`src/hw/rtl/yuvrgb_pkg.sv`:
```
// Package with the item types, the conversion constants and the channel clamp for the converter.
`timescale 1ns / 1ps

package yuvrgb_pkg;

  localparam int unsigned SampleW = 8;
  localparam int unsigned ChanW   = 10;
  localparam int unsigned SumW    = 25;
  localparam int unsigned CorrW   = 8;
  localparam int unsigned NumLuma = 4;

  localparam logic signed [8:0]      CHROMA_BIAS = 9'sd128;
  localparam logic signed [SumW-1:0] GAIN_U      = 25'sd12727;
  localparam logic signed [SumW-1:0] GAIN_V      = 25'sd33384;
  localparam logic signed [SumW-1:0] ROUND_HALF  = 25'sd32768;
  localparam logic signed [ChanW-1:0] PIXEL_MAX  = 10'sd255;

  typedef struct packed {
    logic [SampleW-1:0] u_sample;
    logic [SampleW-1:0] luma_0;
    logic [SampleW-1:0] luma_1;
    logic [SampleW-1:0] v_sample;
    logic [SampleW-1:0] luma_2;
    logic [SampleW-1:0] luma_3;
  } group_t;

  typedef struct packed {
    logic [SampleW-1:0] red_0;
    logic [SampleW-1:0] green_0;
    logic [SampleW-1:0] blue_0;
    logic [SampleW-1:0] red_1;
    logic [SampleW-1:0] green_1;
    logic [SampleW-1:0] blue_1;
    logic [SampleW-1:0] red_2;
    logic [SampleW-1:0] green_2;
    logic [SampleW-1:0] blue_2;
    logic [SampleW-1:0] red_3;
    logic [SampleW-1:0] green_3;
    logic [SampleW-1:0] blue_3;
  } pixels_t;

  // Saturates a signed channel value to the 0..255 range of a color byte.
  function automatic logic [SampleW-1:0] clamp_chan(input logic signed [ChanW-1:0] x);
    logic [SampleW-1:0] res;
    if (x < 0) begin
      res = '0;
    end else if (x > PIXEL_MAX) begin
      res = '1;
    end else begin
      res = x[SampleW-1:0];
    end
    return res;
  endfunction

endpackage

```
`src/hw/rtl/yuvrgb_convert.sv`:
```
// Combinational conversion of one YUV 4:1:1 group into four clamped RGB pixels.
`timescale 1ns / 1ps

module yuvrgb_convert (
  input  yuvrgb_pkg::group_t  group_in,
  output yuvrgb_pkg::pixels_t pixels_out
);
  import yuvrgb_pkg::*;

  logic signed [8:0]       u_c;
  logic signed [8:0]       v_c;
  logic signed [SumW-1:0]  chroma_sum;
  logic signed [SumW-1:0]  rounded;
  logic signed [SumW-1:0]  shifted;
  logic signed [CorrW-1:0] corr;
  logic [SampleW-1:0]      luma [NumLuma];
  logic [SampleW-1:0]      red  [NumLuma];
  logic [SampleW-1:0]      green[NumLuma];
  logic [SampleW-1:0]      blue [NumLuma];

  assign u_c = $signed({1'b0, group_in.u_sample}) - CHROMA_BIAS;
  assign v_c = $signed({1'b0, group_in.v_sample}) - CHROMA_BIAS;

  // A zero sum takes the negative rounding offset, as the arithmetic shift floors.
  assign chroma_sum = GAIN_U * SumW'(u_c) + GAIN_V * SumW'(v_c);
  assign rounded    = (chroma_sum > 0) ? chroma_sum + ROUND_HALF : chroma_sum - ROUND_HALF;
  assign shifted    = rounded >>> 16;
  assign corr       = shifted[CorrW-1:0];

  assign luma[0] = group_in.luma_0;
  assign luma[1] = group_in.luma_1;
  assign luma[2] = group_in.luma_2;
  assign luma[3] = group_in.luma_3;

  always_comb begin
    for (int k = 0; k < NumLuma; k++) begin
      red[k]   = clamp_chan($signed({2'b00, luma[k]}) + ChanW'(v_c));
      green[k] = clamp_chan($signed({2'b00, luma[k]}) - ChanW'(corr));
      blue[k]  = clamp_chan($signed({2'b00, luma[k]}) + ChanW'(u_c));
    end
  end

  assign pixels_out.red_0   = red[0];
  assign pixels_out.green_0 = green[0];
  assign pixels_out.blue_0  = blue[0];
  assign pixels_out.red_1   = red[1];
  assign pixels_out.green_1 = green[1];
  assign pixels_out.blue_1  = blue[1];
  assign pixels_out.red_2   = red[2];
  assign pixels_out.green_2 = green[2];
  assign pixels_out.blue_2  = blue[2];
  assign pixels_out.red_3   = red[3];
  assign pixels_out.green_3 = green[3];
  assign pixels_out.blue_3  = blue[3];

endmodule

```
`src/hw/rtl/yuv411_group_to_rgb.sv`:
```
// Top level of the YUV 4:1:1 group to RGB converter with its input and result registers.
//
// The group channel (group_valid, group_ready, group_data) takes one packed group of
// U, Y0, Y1, V, Y2 and Y3 bytes per item. The rgb channel (rgb_valid, rgb_ready, rgb_data)
// gives the four converted pixels of that group as one item, in the same order.
// An accepted group is held in an input register; the conversion logic sits between that
// register and the result register, so a group passes through the input register and
// then the result register before rgb_valid presents it. Throughput is one group per cycle
// while the receiver keeps rgb_ready high. When the receiver stalls, the result register
// holds its item and the input register keeps the next one; group_ready drops only when
// both are full, and the block resumes at full rate as soon as rgb_ready returns. Reset
// empties both registers and holds nothing else.
`timescale 1ns / 1ps

module yuv411_group_to_rgb (
  input  logic                clk,
  input  logic                rst,
  input  logic                group_valid,
  output logic                group_ready,
  input  yuvrgb_pkg::group_t  group_data,
  output logic                rgb_valid,
  input  logic                rgb_ready,
  output yuvrgb_pkg::pixels_t rgb_data
);
  import yuvrgb_pkg::*;

  logic    s1_valid;
  group_t  s1_data;
  pixels_t conv_data;
  logic    s1_advance;

  assign s1_advance  = s1_valid && (!rgb_valid || rgb_ready);
  assign group_ready = !s1_valid || s1_advance;

  yuvrgb_convert u_convert (
    .group_in   (s1_data),
    .pixels_out (conv_data)
  );

  always_ff @(posedge clk) begin
    if (rst) begin
      s1_valid  <= 1'b0;
      rgb_valid <= 1'b0;
    end else begin
      if (group_ready) begin
        s1_valid <= group_valid;
      end
      if (s1_advance) begin
        rgb_valid <= 1'b1;
      end else if (rgb_ready) begin
        rgb_valid <= 1'b0;
      end
    end
  end

  always_ff @(posedge clk) begin
    if (group_valid && group_ready) begin
      s1_data <= group_data;
    end
    if (s1_advance) begin
      rgb_data <= conv_data;
    end
  end

  a_reset_empty: assert property (@(posedge clk) rst |=> !s1_valid && !rgb_valid)
    else $error("pipeline not empty after reset");

  a_accept_loads: assert property (@(posedge clk) disable iff (rst)
    group_valid && group_ready |=> s1_valid)
    else $error("accepted group not held in the input register");

  a_advance_shows: assert property (@(posedge clk) disable iff (rst)
    s1_advance |=> rgb_valid)
    else $error("converted item not presented");

  a_full_stall: assert property (@(posedge clk) disable iff (rst)
    s1_valid && rgb_valid && !rgb_ready |-> !group_ready)
    else $error("group accepted while both registers are full");

  a_no_drop: assert property (@(posedge clk) disable iff (rst)
    rgb_valid && !rgb_ready |=> rgb_valid)
    else $error("stalled result dropped");

endmodule
```
`config.mk`:
```
export PLATFORM = sky130hd
export DESIGN_NAME = yuv411_group_to_rgb
export DESIGN_NICKNAME = d
export VERILOG_FILES = /design/src/hw/rtl/yuvrgb_pkg.sv /design/src/hw/rtl/yuvrgb_convert.sv /design/src/hw/rtl/yuv411_group_to_rgb.sv
export SDC_FILE = /design/constraint.sdc
export NUM_CORES = 1
export LEC_CHECK = 0
export BUFFER_PORTS_ARGS = -buffer_cell sky130_fd_sc_hd__buf_2
export CORE_ASPECT_RATIO = 2
export CORE_UTILIZATION = 51
export DETAILED_ROUTE_END_ITERATION = 6
export GPL_ROUTABILITY_DRIVEN = 0
export MAX_ROUTING_LAYER = met4
export PLACE_DENSITY = 0.71
export SETUP_SLACK_MARGIN = 0.4
export SYNTH_ARGS = -nofsm -noshare
export SYNTH_HDL_FRONTEND = slang
export SYNTH_SLANG_ARGS = --single-unit
```
`constraint.sdc`:
```
create_clock -name clk -period 32 [get_ports clk]
set_input_delay 1.6 -clock clk [delete_from_list [all_inputs] [get_ports clk]]
set_output_delay 1.6 -clock clk [all_outputs]
set_load 0.01 [all_outputs]
```
==> metrics.md <==
| Metric | Value |
|---|---|
| Top delay family on crit path | `adder cells` |
| Cells after DPL | `1875` |
| Post-synth EDFFs | `144` |
| Max_slew headroom | `0.293` |
| Final TNS setup | `0 ns` |
| CP bufs+invs | `7` |
| Most common cell after layout, fill and taps aside | `ha_1` |
| Wire per inst | `19.7 um` |
| Worst Max-Slew Pin Slew | `1.06 ns` |
| IO Port Bufs | `149` |
| Final setup violation count | `0` |
| Post-synthesis sequential area ratio | `0.304` |
| Period utilization | `0.416` |
| Final WL | `37.6 mm` |
| Largest net degree at the start of global routing | `75` |
| Final hold vios | `0` |
| Via-per-instance ratio | `5.81` |
| RSZ-0062 raised after global routing | `false` |
| Num rows | `86` |
| Cts repair resizes | `0` |
| Die width | `121 um` |
| Die ar. | `28900 um2` |
| P&R area growth vs syn | `12.1%` |
| Initial core utilization | `0.519` |
| DRC | `0` |
| Critical path type | `flop to flop` |
| Reg2reg path depth | `43` |
| Netlist cell types | `85` |
| Worst-path clk slew | `0.06 ns` |
| Fin area | `16100 um2` |
| Initial antenna violation count | `0` |
| Fin nets | `1908` |
| CTS Buffer Depth | `2` |
| Maxcap violations | `0` |
| DRT Pass-1 Iters | `5` |
| Most used DFF post-synth | `edfxtp_1` |
| Yosys warnings | `0` |
| Vias in the first global route | `11.3k` |
| Starting DRC count in detailed routing | `550` |
| Clk_lat worst skew | `0.45 ns` |
| Leading cell types in the layout, fill and taps excluded | `241 x ha_1, 189 x inv_1, 149 x buf_2` |
| Maximum clock rate | `75.1 MHz` |
| WP data required | `32.17 ns` |
| Post-DRT Antenna Nets | `0` |
| CP arrival | `13.50 ns` |
| Async S/R FF share, synth | `0` |
| HPWL Detailed | `30.5 mm` |
| Core area | `27700 um2` |
| Vias | `11.1k` |
| Final-report max-slew violation count | `0` |
| Crit path time final | `13.32 ns` |
| CP Capture Type | `flop` |
| Mapped Avg Cell Area | `10.4 um2` |
| Post-CTS setup buffers | `0` |
| Post-synthesis cell area | `14400 um2` |
| Reg-to-reg slack, setup | `18.68 ns` |
| Min-Delay Path Class | `flop to flop` |
| Crit path largest cell delay | `0.85 ns` |
| Hold Path Cell Cnt | `2` |
| Layout cells sized above 1 | `0.152` |
| Diode count | `0` |
| Placed cell area | `15500 um2` |
| Run status | `finished clean` |
| Num ports | `150` |
| Gr usage total | `0.280` |
| Clock Skew | `0.0134 ns` |
| Post-Syn Instances | `1382` |
| Syn_nets | `1748` |
| Levels on crit path | `43` |
| Fillers | `2352` |
| GRT overflow | `0` |
| First-pass GRT wire length | `58.5 mm` |
| TritonCTS Sinks | `146` |
| Synth Register Bits | `146` |
| Startpoint types | `flop` |
| Largest fanout on the critical path | `19` |
| Fin cells | `1907` |
| CP max stage cell | `clkinv_1` |
| CTS root buf | `clkbuf_16` |
| CTS tree | `built` |
| H-tree lvl count | `4` |
| Hold buffers post-CTS | `0` |
| Total CTS buffers | `17` |
| Die Ht | `239 um` |
metrics by stage:
stage                     hold WS [ns]  setup WS, ns  utilization
after floorplan                  0.478         20.55            -
after global placement           0.502         19.12        0.561
after detailed placement         0.513         18.77        0.561
after CTS                        0.525         18.73        0.582
after global routing             0.564         17.80        0.582
final                            0.524         18.68        0.582
layout make-up:
| class | instances | area (um2) | share of cell area |
|---|---|---|---|
| Inverter | 192 | 721 | 0.0448 |
| Tap cell | 352 | 440 | 0.0274 |
| Timing Repair Buffer | 155 | 791 | 0.0491 |
| Clock buffer | 18 | 429 | 0.0267 |
| Clock inverter | 14 | 138 | 0.00855 |
| Sequential cell | 146 | 4360 | 0.271 |
| Multi-Input combinational cell | 1030 | 9210 | 0.572 |
worst min-delay path, stage by stage (launching register included):
cell	delay, ns
dfxtp_1	0.33
nor2_1	0.11
nor2_1	0.04
synthesized netlist by cell type (all sizes together) (4+ instances only):
master	instances	area (um2)
ha	241	3020
inv	189	709
a21oi	149	768
edfxtp	144	4320
xnor2	81	728
fa	73	1460
nor2	66	253
o21ai	64	328
nand2	50	190
a21o	33	248
xor2	32	288
o21a	22	165
nand2b	20	125
a31oi	18	131
nor4	16	106
a211oi	14	115
nor2b	14	95.1
maj3	11	114
or3	11	68.8
nand3	10	50.1
nor3	10	65.1
clkbuf	8	30.0
o21bai	8	60.1
o211ai	7	57.6
a21boi	6	45.0
a221oi	6	82.6
buf	6	33.8
a211o	5	46.3
a31o	5	43.8
and2	5	31.3
and3	5	32.5
nand4	5	31.3
or2	5	31.3
and4	4	36.3
final timing paths:
kind | to | startpoint
setup reg to reg | rgb_data[61] | s1_data[23]
setup / recovery | rgb_data[61] | s1_data[23]
hold reg to reg | rgb_valid | s1_valid
hold / removal | rgb_valid | s1_valid
flip-flops by register name, summed over array words and instances (netlist names):
name / flops
rgb_data: 96
s1_data: 48
rgb_valid: 1
s1_valid: 1
metal layers:
metal,global-route usage,wire length [um]
met1,0.261,12700
met2,0.507,20200
met3,0.0369,1340
met4,0.220,3360
met5,-,0
cells by family after synthesis:
| group | after synthesis | synth area share |
|---|---|---|
| simple gates | 228 | 0.0829 |
| fa+ha+maj | 325 | 0.320 |
| xor+xnor | 113 | 0.0708 |
| compound gates | 362 | 0.166 |
| mux | 2 | 0.00166 |
| buf+inv | 206 | 0.0547 |
| flops | 146 | 0.304 |
Power is not shown: default switching activity piles up to over one toggle a cycle in this logic, so the estimate is an artifact.
